===== config.mk =====
export PLATFORM = sky130hd
export DESIGN_NAME = csv_field_tokenizer_unit_flat
export DESIGN_NICKNAME = d
export VERILOG_FILES = /design/src/sv/csvtok_pkg.sv /design/src/sv/csvtok_if.sv /design/src/sv/csvtok_ctrl.sv /design/src/sv/csvtok_datapath.sv /design/src/sv/csv_field_tokenizer_unit.sv /design/src/flat_wrapper.sv
export SDC_FILE = /design/constraint.sdc
export NUM_CORES = 1
export LEC_CHECK = 0
export BUFFER_PORTS_ARGS = -buffer_cell sky130_fd_sc_hd__buf_4
export CORE_ASPECT_RATIO = 0.6
export CORE_MARGIN = 2
export CORE_UTILIZATION = 50
export CTS_CLUSTER_SIZE = 30
export DETAILED_ROUTE_END_ITERATION = 7
export GPL_ROUTABILITY_DRIVEN = 0
export PLACE_DENSITY_LB_ADDON = 0.25
export SKIP_LAST_GASP = 1
export SLEW_MARGIN = 10
export SYNTH_ARGS = -nofsm -noshare
export SYNTH_HDL_FRONTEND = slang
export SYNTH_SLANG_ARGS = --single-unit

===== constraint.sdc =====
create_clock -name clk -period 4.5 [get_ports clk]
set_input_delay 0.45 -clock clk [delete_from_list [all_inputs] [get_ports clk]]
set_output_delay 0.45 -clock clk [all_outputs]
set_load 0.01 [all_outputs]

===== src/sv/csvtok_pkg.sv =====
// ----------------------------------------------------------------------------
// csvtok_pkg
// types, codes and constants of the csv field tokenizer
// ----------------------------------------------------------------------------
package csvtok_pkg;

    // byte values
    localparam logic [7:0] QUOTE_BYTE    = 8'd34;
    localparam logic [7:0] NEWLINE_BYTE  = 8'd10;
    localparam logic [7:0] SPACE_BYTE    = 8'd32;
    localparam logic [7:0] TAB_BYTE      = 8'd9;
    localparam logic [7:0] CR_BYTE       = 8'd13;
    localparam logic [7:0] DEFAULT_DELIM = 8'd44;

    // depth of the trailing whitespace buffer
    localparam int HOLD_DEPTH_DEFAULT = 16;

    // input action codes
    localparam logic ACT_BYTE  = 1'b0;
    localparam logic ACT_FLUSH = 1'b1;

    // output item kinds
    localparam logic [1:0] KIND_BYTE      = 2'd0;
    localparam logic [1:0] KIND_FIELD_END = 2'd1;
    localparam logic [1:0] KIND_REC_END   = 2'd2;

    typedef enum logic [1:0] {
        ST_IDLE,
        ST_DELIM,
        ST_SPACE,
        ST_LAST
    } ctrl_state_t;

    // source of the word loaded into the output register
    typedef enum logic [2:0] {
        OSEL_NONE,
        OSEL_DIRECT,
        OSEL_DELIM,
        OSEL_SPACE,
        OSEL_LAST
    } out_sel_t;

    typedef struct packed {
        logic     accept;
        out_sel_t out_sel;
        logic     cnt_inc;
        logic     cnt_clr;
    } ctrl_cmd_t;

    typedef struct packed {
        logic in_valid;
        logic out_free;
        logic new_delims;
        logic new_spaces;
        logic new_last;
        logic delim_last;
        logic space_last;
        logic more_spaces;
        logic more_last;
    } ctrl_status_t;

endpackage


===== src/sv/csvtok_if.sv =====
// ----------------------------------------------------------------------------
// csvtok_if
// valid/ready channels: file bytes in, tokens out
// ----------------------------------------------------------------------------
interface csvtok_in_if;
    logic       valid;
    logic       ready;
    logic       action;
    logic [7:0] data_byte;

    modport source (output valid, action, data_byte, input ready);
    modport sink   (input valid, action, data_byte, output ready);
endinterface

interface csvtok_out_if;
    logic       valid;
    logic       ready;
    logic [1:0] item_kind;
    logic [7:0] field_byte;
    logic       from_header;
    logic       space_overflow;

    modport source (output valid, item_kind, field_byte, from_header, space_overflow,
                    input ready);
    modport sink   (input valid, item_kind, field_byte, from_header, space_overflow,
                    output ready);
endinterface


===== src/sv/csvtok_ctrl.sv =====
// ----------------------------------------------------------------------------
// csvtok_ctrl
// sequencer: accepts bytes and walks out held delimiter marks and whitespace
// ----------------------------------------------------------------------------
module csvtok_ctrl
    import csvtok_pkg::*;
(
    input  logic         clk,
    input  logic         rst_n,
    input  ctrl_status_t status,
    output ctrl_cmd_t    cmd,
    output logic         in_ready
);

    ctrl_state_t state_reg;
    ctrl_state_t state_next;

    // state register
    always_ff @(posedge clk or negedge rst_n)
    begin
        if (!rst_n)
        begin
            state_reg <= ST_IDLE;
        end
        else
        begin
            state_reg <= state_next;
        end
    end

    // next state and commands
    always_comb
    begin
        state_next  = state_reg;
        cmd.accept  = 1'b0;
        cmd.out_sel = OSEL_NONE;
        cmd.cnt_inc = 1'b0;
        cmd.cnt_clr = 1'b0;
        in_ready    = 1'b0;
        case (state_reg)
            ST_IDLE:
            begin
                in_ready = status.out_free;
                if (status.in_valid && status.out_free)
                begin
                    cmd.accept  = 1'b1;
                    cmd.cnt_clr = 1'b1;
                    if (status.new_delims)
                    begin
                        state_next = ST_DELIM;
                    end
                    else if (status.new_spaces)
                    begin
                        state_next = ST_SPACE;
                    end
                    else if (status.new_last)
                    begin
                        cmd.out_sel = OSEL_DIRECT;
                    end
                end
            end
            ST_DELIM:
            begin
                if (status.out_free)
                begin
                    cmd.out_sel = OSEL_DELIM;
                    cmd.cnt_inc = 1'b1;
                    if (status.delim_last)
                    begin
                        cmd.cnt_clr = 1'b1;
                        if (status.more_spaces)
                        begin
                            state_next = ST_SPACE;
                        end
                        else if (status.more_last)
                        begin
                            state_next = ST_LAST;
                        end
                        else
                        begin
                            state_next = ST_IDLE;
                        end
                    end
                end
            end
            ST_SPACE:
            begin
                if (status.out_free)
                begin
                    cmd.out_sel = OSEL_SPACE;
                    cmd.cnt_inc = 1'b1;
                    if (status.space_last)
                    begin
                        state_next = status.more_last ? ST_LAST : ST_IDLE;
                    end
                end
            end
            ST_LAST:
            begin
                if (status.out_free)
                begin
                    cmd.out_sel = OSEL_LAST;
                    state_next  = ST_IDLE;
                end
            end
            default:
            begin
                state_next = ST_IDLE;
            end
        endcase
    end

endmodule


===== src/sv/csvtok_datapath.sv =====
// ----------------------------------------------------------------------------
// csvtok_datapath
// parse state, whitespace buffer, plan of the words one byte causes, and the
// output register
// ----------------------------------------------------------------------------
module csvtok_datapath
    import csvtok_pkg::*;
#(
    parameter int HOLD_DEPTH = HOLD_DEPTH_DEFAULT
)
(
    input  logic         clk,
    input  logic         rst_n,
    input  logic         cfg_wr_en,
    input  logic [7:0]   cfg_wr_data,
    input  logic         in_valid,
    input  logic         in_action,
    input  logic [7:0]   in_data_byte,
    input  ctrl_cmd_t    cmd,
    output ctrl_status_t status,
    csvtok_out_if.source tokens
);

    localparam int CW = $clog2(HOLD_DEPTH + 1);
    localparam int AW = (HOLD_DEPTH > 1) ? $clog2(HOLD_DEPTH) : 1;
    localparam logic [CW-1:0] DEPTH_C = CW'(HOLD_DEPTH);
    localparam logic [CW-1:0] ONE_C   = CW'(1);

    // configuration and parse state
    logic [7:0]    delim_reg;
    logic          quoting_reg, quoting_next;
    logic          pending_reg, pending_next;
    logic          has_text_reg, has_text_next;
    logic          nonblank_reg, nonblank_next;
    logic          has_bytes_reg, has_bytes_next;
    logic          header_reg, header_next;
    logic          overflow_reg, overflow_next;
    logic [CW-1:0] space_cnt_reg, space_cnt_next;
    logic [CW-1:0] delim_cnt_reg, delim_cnt_next;

    // plan for the accepted byte
    logic [CW-1:0] plan_delims, plan_delims_reg;
    logic [CW-1:0] plan_spaces, plan_spaces_reg;
    logic          plan_last;
    logic          plan_last_reg;
    logic [1:0]    plan_kind, plan_kind_reg;
    logic [7:0]    plan_byte, plan_byte_reg;
    logic          plan_header_reg;
    logic          plan_overflow_reg;

    // emission counter and whitespace memory
    logic [CW-1:0] emit_cnt_reg, emit_cnt_next;
    logic [CW-1:0] emit_cnt_inc;
    logic [7:0]    held_mem [HOLD_DEPTH];
    logic          wr_en;
    logic [AW-1:0] wr_addr;
    logic          rd_en;
    logic [AW-1:0] rd_addr;
    logic [7:0]    rd_data_reg;

    // output register
    logic          out_valid_reg, out_valid_next;
    logic [1:0]    out_kind_reg;
    logic [7:0]    out_byte_reg;
    logic          out_header_reg;
    logic          out_overflow_reg;
    logic          out_free;

    // byte classes
    logic is_blank, is_quote, is_newline, is_delim;
    logic quoting_eff, nonblank_eff, live;

    assign is_quote   = (in_data_byte == QUOTE_BYTE);
    assign is_newline = (in_data_byte == NEWLINE_BYTE);
    assign is_blank   = (in_data_byte == SPACE_BYTE) || (in_data_byte == TAB_BYTE)
                     || (in_data_byte == CR_BYTE);
    assign is_delim   = (in_data_byte == delim_reg) && !is_quote && !is_newline;

    // next parse state and plan
    always_comb
    begin
        quoting_eff    = quoting_reg;
        nonblank_eff   = nonblank_reg;
        live           = 1'b0;
        quoting_next   = quoting_reg;
        pending_next   = pending_reg;
        has_text_next  = has_text_reg;
        nonblank_next  = nonblank_reg;
        has_bytes_next = has_bytes_reg;
        header_next    = header_reg;
        overflow_next  = overflow_reg;
        space_cnt_next = space_cnt_reg;
        delim_cnt_next = delim_cnt_reg;
        plan_delims    = '0;
        plan_spaces    = '0;
        plan_last      = 1'b0;
        plan_kind      = KIND_BYTE;
        plan_byte      = '0;
        wr_en          = 1'b0;
        wr_addr        = space_cnt_reg[AW-1:0];

        if (in_action == ACT_FLUSH)
        begin
            // flush an unterminated line, then back to reset values
            plan_last      = has_bytes_reg && (header_reg || nonblank_reg);
            plan_kind      = KIND_REC_END;
            quoting_next   = 1'b0;
            pending_next   = 1'b0;
            has_text_next  = 1'b0;
            nonblank_next  = 1'b0;
            has_bytes_next = 1'b0;
            header_next    = 1'b1;
            overflow_next  = 1'b0;
            space_cnt_next = '0;
            delim_cnt_next = '0;
        end
        else if (is_newline)
        begin
            // newline ends the record and clears quoting
            plan_last      = header_reg || nonblank_reg;
            plan_kind      = KIND_REC_END;
            header_next    = 1'b0;
            quoting_next   = 1'b0;
            pending_next   = 1'b0;
            has_text_next  = 1'b0;
            nonblank_next  = 1'b0;
            has_bytes_next = 1'b0;
            space_cnt_next = '0;
            delim_cnt_next = '0;
        end
        else
        begin
            has_bytes_next = 1'b1;
            if (pending_reg)
            begin
                pending_next = 1'b0;
                if (!is_quote)
                begin
                    quoting_eff = 1'b0;
                end
            end
            quoting_next = quoting_eff;

            if (pending_reg && is_quote)
            begin
                // doubled quote gives a literal quote
                plan_spaces    = space_cnt_reg;
                space_cnt_next = '0;
                has_text_next  = 1'b1;
                plan_last      = 1'b1;
                plan_kind      = KIND_BYTE;
                plan_byte      = QUOTE_BYTE;
            end
            else
            begin
                // first non-blank byte of a data line releases held marks
                if (!is_blank && !header_reg && !nonblank_reg)
                begin
                    nonblank_eff   = 1'b1;
                    plan_delims    = delim_cnt_reg;
                    delim_cnt_next = '0;
                end
                nonblank_next = nonblank_eff;
                live          = header_reg || nonblank_eff;

                if (is_quote)
                begin
                    if (quoting_eff)
                    begin
                        pending_next = 1'b1;
                    end
                    else
                    begin
                        quoting_next = 1'b1;
                    end
                end
                else if (is_delim && !quoting_eff)
                begin
                    if (!live)
                    begin
                        if (delim_cnt_reg < DEPTH_C)
                        begin
                            delim_cnt_next = delim_cnt_reg + ONE_C;
                        end
                        else
                        begin
                            overflow_next = 1'b1;
                        end
                    end
                    else
                    begin
                        plan_last      = 1'b1;
                        plan_kind      = KIND_FIELD_END;
                        has_text_next  = 1'b0;
                        space_cnt_next = '0;
                    end
                end
                else if (is_blank)
                begin
                    // trailing whitespace is held, leading is dropped
                    if (has_text_reg)
                    begin
                        if (space_cnt_reg < DEPTH_C)
                        begin
                            wr_en          = 1'b1;
                            space_cnt_next = space_cnt_reg + ONE_C;
                        end
                        else
                        begin
                            overflow_next = 1'b1;
                        end
                    end
                end
                else
                begin
                    plan_spaces    = space_cnt_reg;
                    space_cnt_next = '0;
                    has_text_next  = 1'b1;
                    plan_last      = 1'b1;
                    plan_kind      = KIND_BYTE;
                    plan_byte      = in_data_byte;
                end
            end
        end
    end

    // configuration register
    always_ff @(posedge clk or negedge rst_n)
    begin
        if (!rst_n)
        begin
            delim_reg <= DEFAULT_DELIM;
        end
        else if (cfg_wr_en)
        begin
            delim_reg <= cfg_wr_data;
        end
    end

    // parse state update on accept
    always_ff @(posedge clk or negedge rst_n)
    begin
        if (!rst_n)
        begin
            quoting_reg   <= 1'b0;
            pending_reg   <= 1'b0;
            has_text_reg  <= 1'b0;
            nonblank_reg  <= 1'b0;
            has_bytes_reg <= 1'b0;
            header_reg    <= 1'b1;
            overflow_reg  <= 1'b0;
            space_cnt_reg <= '0;
            delim_cnt_reg <= '0;
        end
        else if (cmd.accept)
        begin
            quoting_reg   <= quoting_next;
            pending_reg   <= pending_next;
            has_text_reg  <= has_text_next;
            nonblank_reg  <= nonblank_next;
            has_bytes_reg <= has_bytes_next;
            header_reg    <= header_next;
            overflow_reg  <= overflow_next;
            space_cnt_reg <= space_cnt_next;
            delim_cnt_reg <= delim_cnt_next;
        end
    end

    // plan capture, flags as seen before the update
    always_ff @(posedge clk)
    begin
        if (cmd.accept)
        begin
            plan_delims_reg   <= plan_delims;
            plan_spaces_reg   <= plan_spaces;
            plan_last_reg     <= plan_last;
            plan_kind_reg     <= plan_kind;
            plan_byte_reg     <= plan_byte;
            plan_header_reg   <= header_reg;
            plan_overflow_reg <= overflow_reg;
        end
    end

    // emission counter
    assign emit_cnt_inc = emit_cnt_reg + ONE_C;

    always_comb
    begin
        emit_cnt_next = emit_cnt_reg;
        if (cmd.cnt_clr)
        begin
            emit_cnt_next = '0;
        end
        else if (cmd.cnt_inc)
        begin
            emit_cnt_next = emit_cnt_inc;
        end
    end

    always_ff @(posedge clk or negedge rst_n)
    begin
        if (!rst_n)
        begin
            emit_cnt_reg <= '0;
        end
        else
        begin
            emit_cnt_reg <= emit_cnt_next;
        end
    end

    // whitespace memory, read one entry ahead of the output
    assign rd_en   = cmd.accept || (cmd.out_sel == OSEL_SPACE);
    assign rd_addr = cmd.accept ? '0 : emit_cnt_inc[AW-1:0];

    always_ff @(posedge clk)
    begin
        if (cmd.accept && wr_en)
        begin
            held_mem[wr_addr] <= in_data_byte;
        end
    end

    always_ff @(posedge clk)
    begin
        if (rd_en)
        begin
            rd_data_reg <= held_mem[rd_addr];
        end
    end

    // output register
    assign out_free = !out_valid_reg || tokens.ready;

    always_comb
    begin
        if (cmd.out_sel != OSEL_NONE)
        begin
            out_valid_next = 1'b1;
        end
        else if (tokens.ready)
        begin
            out_valid_next = 1'b0;
        end
        else
        begin
            out_valid_next = out_valid_reg;
        end
    end

    always_ff @(posedge clk or negedge rst_n)
    begin
        if (!rst_n)
        begin
            out_valid_reg <= 1'b0;
        end
        else
        begin
            out_valid_reg <= out_valid_next;
        end
    end

    always_ff @(posedge clk)
    begin
        case (cmd.out_sel)
            OSEL_DIRECT:
            begin
                out_kind_reg     <= plan_kind;
                out_byte_reg     <= plan_byte;
                out_header_reg   <= header_reg;
                out_overflow_reg <= overflow_reg;
            end
            OSEL_DELIM:
            begin
                out_kind_reg     <= KIND_FIELD_END;
                out_byte_reg     <= '0;
                out_header_reg   <= plan_header_reg;
                out_overflow_reg <= plan_overflow_reg;
            end
            OSEL_SPACE:
            begin
                out_kind_reg     <= KIND_BYTE;
                out_byte_reg     <= rd_data_reg;
                out_header_reg   <= plan_header_reg;
                out_overflow_reg <= plan_overflow_reg;
            end
            OSEL_LAST:
            begin
                out_kind_reg     <= plan_kind_reg;
                out_byte_reg     <= plan_byte_reg;
                out_header_reg   <= plan_header_reg;
                out_overflow_reg <= plan_overflow_reg;
            end
            default:
            begin
                out_kind_reg     <= out_kind_reg;
                out_byte_reg     <= out_byte_reg;
                out_header_reg   <= out_header_reg;
                out_overflow_reg <= out_overflow_reg;
            end
        endcase
    end

    assign tokens.valid          = out_valid_reg;
    assign tokens.item_kind      = out_kind_reg;
    assign tokens.field_byte     = out_byte_reg;
    assign tokens.from_header    = out_header_reg;
    assign tokens.space_overflow = out_overflow_reg;

    // status to the controller
    assign status.in_valid    = in_valid;
    assign status.out_free    = out_free;
    assign status.new_delims  = (plan_delims != '0);
    assign status.new_spaces  = (plan_spaces != '0);
    assign status.new_last    = plan_last;
    assign status.delim_last  = (emit_cnt_inc == plan_delims_reg);
    assign status.space_last  = (emit_cnt_inc == plan_spaces_reg);
    assign status.more_spaces = (plan_spaces_reg != '0);
    assign status.more_last   = plan_last_reg;

endmodule


===== src/sv/csv_field_tokenizer_unit.sv =====
// ----------------------------------------------------------------------------
// csv_field_tokenizer_unit
// streaming csv tokenizer with quote escapes and whitespace trimming
//
//   channel   dir   payload                                          word
//   stream    in    action, data_byte                                file byte
//   tokens    out   item_kind, field_byte, from_header, space_overflow  token
//   cfg       in    cfg_wr_en, cfg_wr_data                           delimiter
//
// one byte per cycle; a byte that releases held delimiter marks or held
// whitespace has all the tokens it causes (at most HOLD_DEPTH + 1) walked
// out before the next byte is taken
// a new byte is taken in the cycle the previous token leaves; stream.ready is
// low while a token stalls and while held tokens are walked out
// reset is asynchronous, active low; the delimiter returns to a comma
// ----------------------------------------------------------------------------
module csv_field_tokenizer_unit
    import csvtok_pkg::*;
#(
    parameter int HOLD_DEPTH = HOLD_DEPTH_DEFAULT
)
(
    input  logic         clk,
    input  logic         rst_n,
    input  logic         cfg_wr_en,
    input  logic [7:0]   cfg_wr_data,
    csvtok_in_if.sink    stream,
    csvtok_out_if.source tokens
);

    ctrl_cmd_t    cmd;
    ctrl_status_t status;
    logic         in_ready;

    // sequencer
    csvtok_ctrl u_ctrl (
        .clk      (clk),
        .rst_n    (rst_n),
        .status   (status),
        .cmd      (cmd),
        .in_ready (in_ready)
    );

    // parse state, buffer and output register
    csvtok_datapath #(
        .HOLD_DEPTH (HOLD_DEPTH)
    ) u_datapath (
        .clk          (clk),
        .rst_n        (rst_n),
        .cfg_wr_en    (cfg_wr_en),
        .cfg_wr_data  (cfg_wr_data),
        .in_valid     (stream.valid),
        .in_action    (stream.action),
        .in_data_byte (stream.data_byte),
        .cmd          (cmd),
        .status       (status),
        .tokens       (tokens)
    );

    assign stream.ready = in_ready;

endmodule


===== src/flat_wrapper.sv =====
// flat-port wrapper written by rule: the top's interface ports become plain ports
module csv_field_tokenizer_unit_flat import csvtok_pkg::*;
#(
    parameter int HOLD_DEPTH = HOLD_DEPTH_DEFAULT
)
  (clk, rst_n, cfg_wr_en, cfg_wr_data, stream_valid, stream_action, stream_data_byte, stream_ready, tokens_valid, tokens_item_kind, tokens_field_byte, tokens_from_header, tokens_space_overflow, tokens_ready);
  csvtok_in_if stream_i ();
  csvtok_out_if tokens_i ();
  input  logic clk;
  input  logic rst_n;
  input  logic cfg_wr_en;
  input  logic [7:0] cfg_wr_data;
  input wire logic [$bits(stream_i.valid)-1:0] stream_valid;
  input wire logic [$bits(stream_i.action)-1:0] stream_action;
  input wire logic [$bits(stream_i.data_byte)-1:0] stream_data_byte;
  output wire logic [$bits(stream_i.ready)-1:0] stream_ready;
  output wire logic [$bits(tokens_i.valid)-1:0] tokens_valid;
  output wire logic [$bits(tokens_i.item_kind)-1:0] tokens_item_kind;
  output wire logic [$bits(tokens_i.field_byte)-1:0] tokens_field_byte;
  output wire logic [$bits(tokens_i.from_header)-1:0] tokens_from_header;
  output wire logic [$bits(tokens_i.space_overflow)-1:0] tokens_space_overflow;
  input wire logic [$bits(tokens_i.ready)-1:0] tokens_ready;
  assign stream_i.valid = stream_valid;
  assign stream_i.action = stream_action;
  assign stream_i.data_byte = stream_data_byte;
  assign stream_ready = stream_i.ready;
  assign tokens_valid = tokens_i.valid;
  assign tokens_item_kind = tokens_i.item_kind;
  assign tokens_field_byte = tokens_i.field_byte;
  assign tokens_from_header = tokens_i.from_header;
  assign tokens_space_overflow = tokens_i.space_overflow;
  assign tokens_i.ready = tokens_ready;
  csv_field_tokenizer_unit #(.HOLD_DEPTH(HOLD_DEPTH)) u_core (.clk(clk), .rst_n(rst_n), .cfg_wr_en(cfg_wr_en), .cfg_wr_data(cfg_wr_data), .stream(stream_i), .tokens(tokens_i));
endmodule

==> impl_metrics.tcl <==
set metrics [dict create \
    fmax_mhz 298 \
    finalClockSkew_ns 0.0188 \
    wl_per_cell_um 24.2 \
    diodes 0 \
    multi_input_area_um2 3150 \
    hold_path_depth 2 \
    synth-edff-count 171 \
    regMostFlops "u_core.u_datapath.held_mem" \
    grt_use_met2 0.326 \
    p_per_area_nw_per_um2 574 \
    root_buffer "clkbuf_16" \
    drc 0 \
    wirelength_mm 22.2 \
    worstHoldStart "cfg_wr_data[2]" \
    synth_area_per_cell_um2 14.7 \
    htreeDepth 1 \
    ir_worst_vdd_uv 257 \
    async_flop_share 0.162 \
    ys_ff_latch 204 \
    critPathMaxFanout 10 \
    required_ns 4.64 \
    drt_first_pass_iters 5 \
    setup_tns_ns 0 \
    synth_top_area_frac 0.553 \
    min_period_ns 3.36 \
    grt_max_degree 34 \
    arrival_ns 3.50 \
    critPathKind "flop to flop" \
    insertion_delay_ns 0.50 \
    worstReg2RegEnd "u_core.u_datapath.tokens.field_byte[0]$_DFFE_PP_" \
    vias 5777 \
    grt_overflow 0 \
    synth_fp_nets 665 \
    hold_viol 0 \
    holdPathEnd "u_core.u_datapath.delim_reg[2]$_DFFE_PN1P_" \
    worstMarginPinSlew_ns 1.17 \
    synth_cells 633 \
    reg2regPathDepth 6 \
    dieArea_um2 19700 \
    grt_pass1_vias 5658 \
    leakagePower_nw 3.66 \
    clock-sinks 204 \
    rows 38 \
    grt_pass1_wl_mm 34.3 \
    io_buffers 35 \
    postCtsSetupBuffers 0 \
    synthFlopType "edfxtp_1" \
    antenna_found_initial 0 \
    hp-class "input port to flop" \
    layout_common_cells "171 x edfxtp_1, 42 x buf_4, 40 x nand2_1, 37 x nor2_1, 33 x mux2i_1" \
    layout.cells.most_common "edfxtp_1" \
    synth_seq_area_share 0.643 \
    placed_cells 885 \
    avgViaCountPerCell 6.29 \
    worstSetupEndpointType "flop" \
    grt_use_total 0.231 \
    nFillCells 1408 \
    die_w_um 180 \
    start_util 0.513 \
    area_delta_synth_final_pct 11.6 \
    status "finished, final reports clean" \
    cts.clk_slew.worst_paths_ns 0.07 \
    gr-usage-met1 0.357 \
    layout_setup_ws_ns 1.14 \
    dp_slack_ns 0.809 \
    met3_usage 0.0706 \
    cp-start-kind "flop" \
    max_cap_violations 0 \
    finalSetupViolCount 0 \
    layout.nets 699 \
    dp_hpwl_mm 15.1 \
    cts_tree "built" \
    fin_cells 919 \
    busiest_layer "met1" \
    rsz0062_at_grt "no" \
    synth.largest_area_cell "edfxtp_1" \
    max_slew_margin 0.220 \
    synth.area.top_cells "edfxtp_1 55%, dfrtp_1 7.8%, mux4_2 5.6%, mux2i_1 3.6%, nand2_1 1.6%" \
    r2r_slack_ns 1.14 \
    io_pins 36 \
    final_max_slew_viol_count 0 \
    clockBufferDepth 3 \
    ys_types 83 \
    largest_register_ffs 128 \
    coreArea_um2 18100 \
    synth_area_um2 9290 \
    ant_nets 0 \
    numCtsBuffers 19 \
    drive_gt1_frac 0.190 \
    die_h_um 110 \
    layout.area.seq_um2 5970 \
    fin_crit_sh 0.746 \
    reg2reg_from "u_core.u_datapath.pending_reg$_DFFE_PN0P_" \
    ys_warn_count 0 \
    drt_iter0_markers 669 \
]
-- kinds of logic (layout without fill, tap and decap cells) --
group / Yosys count / in the layout / share of synthesized area
flip-flops: 204 / 204 / 0.643
AND/OR/NAND/NOR: 170 / 170 / 0.101
AO/OA/AOI/OAI: 110 / 110 / 0.0926
multiplexers: 68 / 68 / 0.106
buffers and inverters: 44 / 90 / 0.0194
XOR/XNOR: 27 / 27 / 0.0255
adder cells (fa/ha/maj): 10 / 10 / 0.0135
-- power breakdown --
group / internal [mW] / switching, mW / total, mW
clock: 0.848 / 0.670 / 1.52
combinational: 0.822 / 1.18 / 2.00
sequential: 2.32 / 0.104 / 2.43
-- layer usage --
layer | vias to the layer above | wire length (um)
li1 | 2539 | -
met4 | 0 | 241
met2 | 291 | 9200
met5 | - | 0
met3 | 22 | 2200
met1 | 2925 | 10600
-- cell usage after synthesis, types with 4 or more instances --
cell type / count
edfxtp_1: 171
nand2_1: 40
nor2_1: 37
mux2i_1: 33
dfrtp_1: 29
mux4_2: 23
clkbuf_1: 19
and3_1: 18
o21ai_0: 18
o22ai_1: 14
xnor2_1: 14
inv_1: 13
nand3_1: 13
xor2_1: 13
mux2_2: 11
nor3_1: 11
a21oi_1: 10
ha_1: 10
buf_2: 9
and2_1: 8
a21o_1: 7
a22o_1: 5
a22oi_1: 5
nand4_1: 5
nor3b_1: 5
a31oi_1: 4
dfstp_2: 4
nor2b_1: 4
-- worst max-delay path by stage --
stage,start,endpoint,cells past startpoint
2_1_floorplan,u_core.u_ctrl.state_reg[0]$_DFFE_PN0P_,u_core.u_datapath.rd_data_reg[6]$_DFFE_PP_,9
3_3_place_gp,stream_data_byte[1],u_core.u_datapath.held_mem[11][7]$_DFFE_PP_,7
3_5_place_dp,stream_data_byte[5],u_core.u_datapath.held_mem[11][7]$_DFFE_PP_,7
4_1_cts,u_core.u_datapath.emit_cnt_reg[0]$_DFFE_PN0P_,u_core.u_datapath.rd_data_reg[7]$_DFFE_PP_,7
5_1_grt,u_core.u_datapath.pending_reg$_DFFE_PN0P_,u_core.u_datapath.tokens.field_byte[3]$_DFFE_PP_,6
6_report,u_core.u_datapath.pending_reg$_DFFE_PN0P_,u_core.u_datapath.tokens.field_byte[0]$_DFFE_PP_,6
-- repair_timing --
item / 4_1_cts / 5_1_grt
endpoints found under the hold margin: 29 / 0
hold buffers: 1 / 0
gates resized for setup: 0 / 0
endpoints found under the setup margin: 0 / 0
-- per-stage QoR --
stage,util,area (um^2),hold WS [ns],total power [mW]
final,0.572,10400,0.180,5.95
after global routing,0.572,10400,0.185,6.22
after CTS,0.572,10400,0.174,5.96
after detailed placement,0.540,9780,0.436,4.45
after global placement,0.540,9780,0.419,4.41
after floorplan,-,9290,0.154,3.79
-- cell type report --
cell class                 count  area share
clock buffer                  24      0.0487
clock inverter                 9     0.00628
inverter                      14     0.00507
multi-input combinational    385       0.304
sequential                   204       0.576
tap                          240      0.0290
timing repair buffer          43      0.0314
-- worst max-delay path, cell delays in order (launching register included) --
cell       delay (ns)
dfrtp_1          0.58
inv_1            0.21
a31oi_1          0.38
o211ai_1         0.13
a2111oi_0        0.90
o2111ai_1        0.39
nand2_1          0.42
No activity file was read; power rests on OpenSTA's default activity.
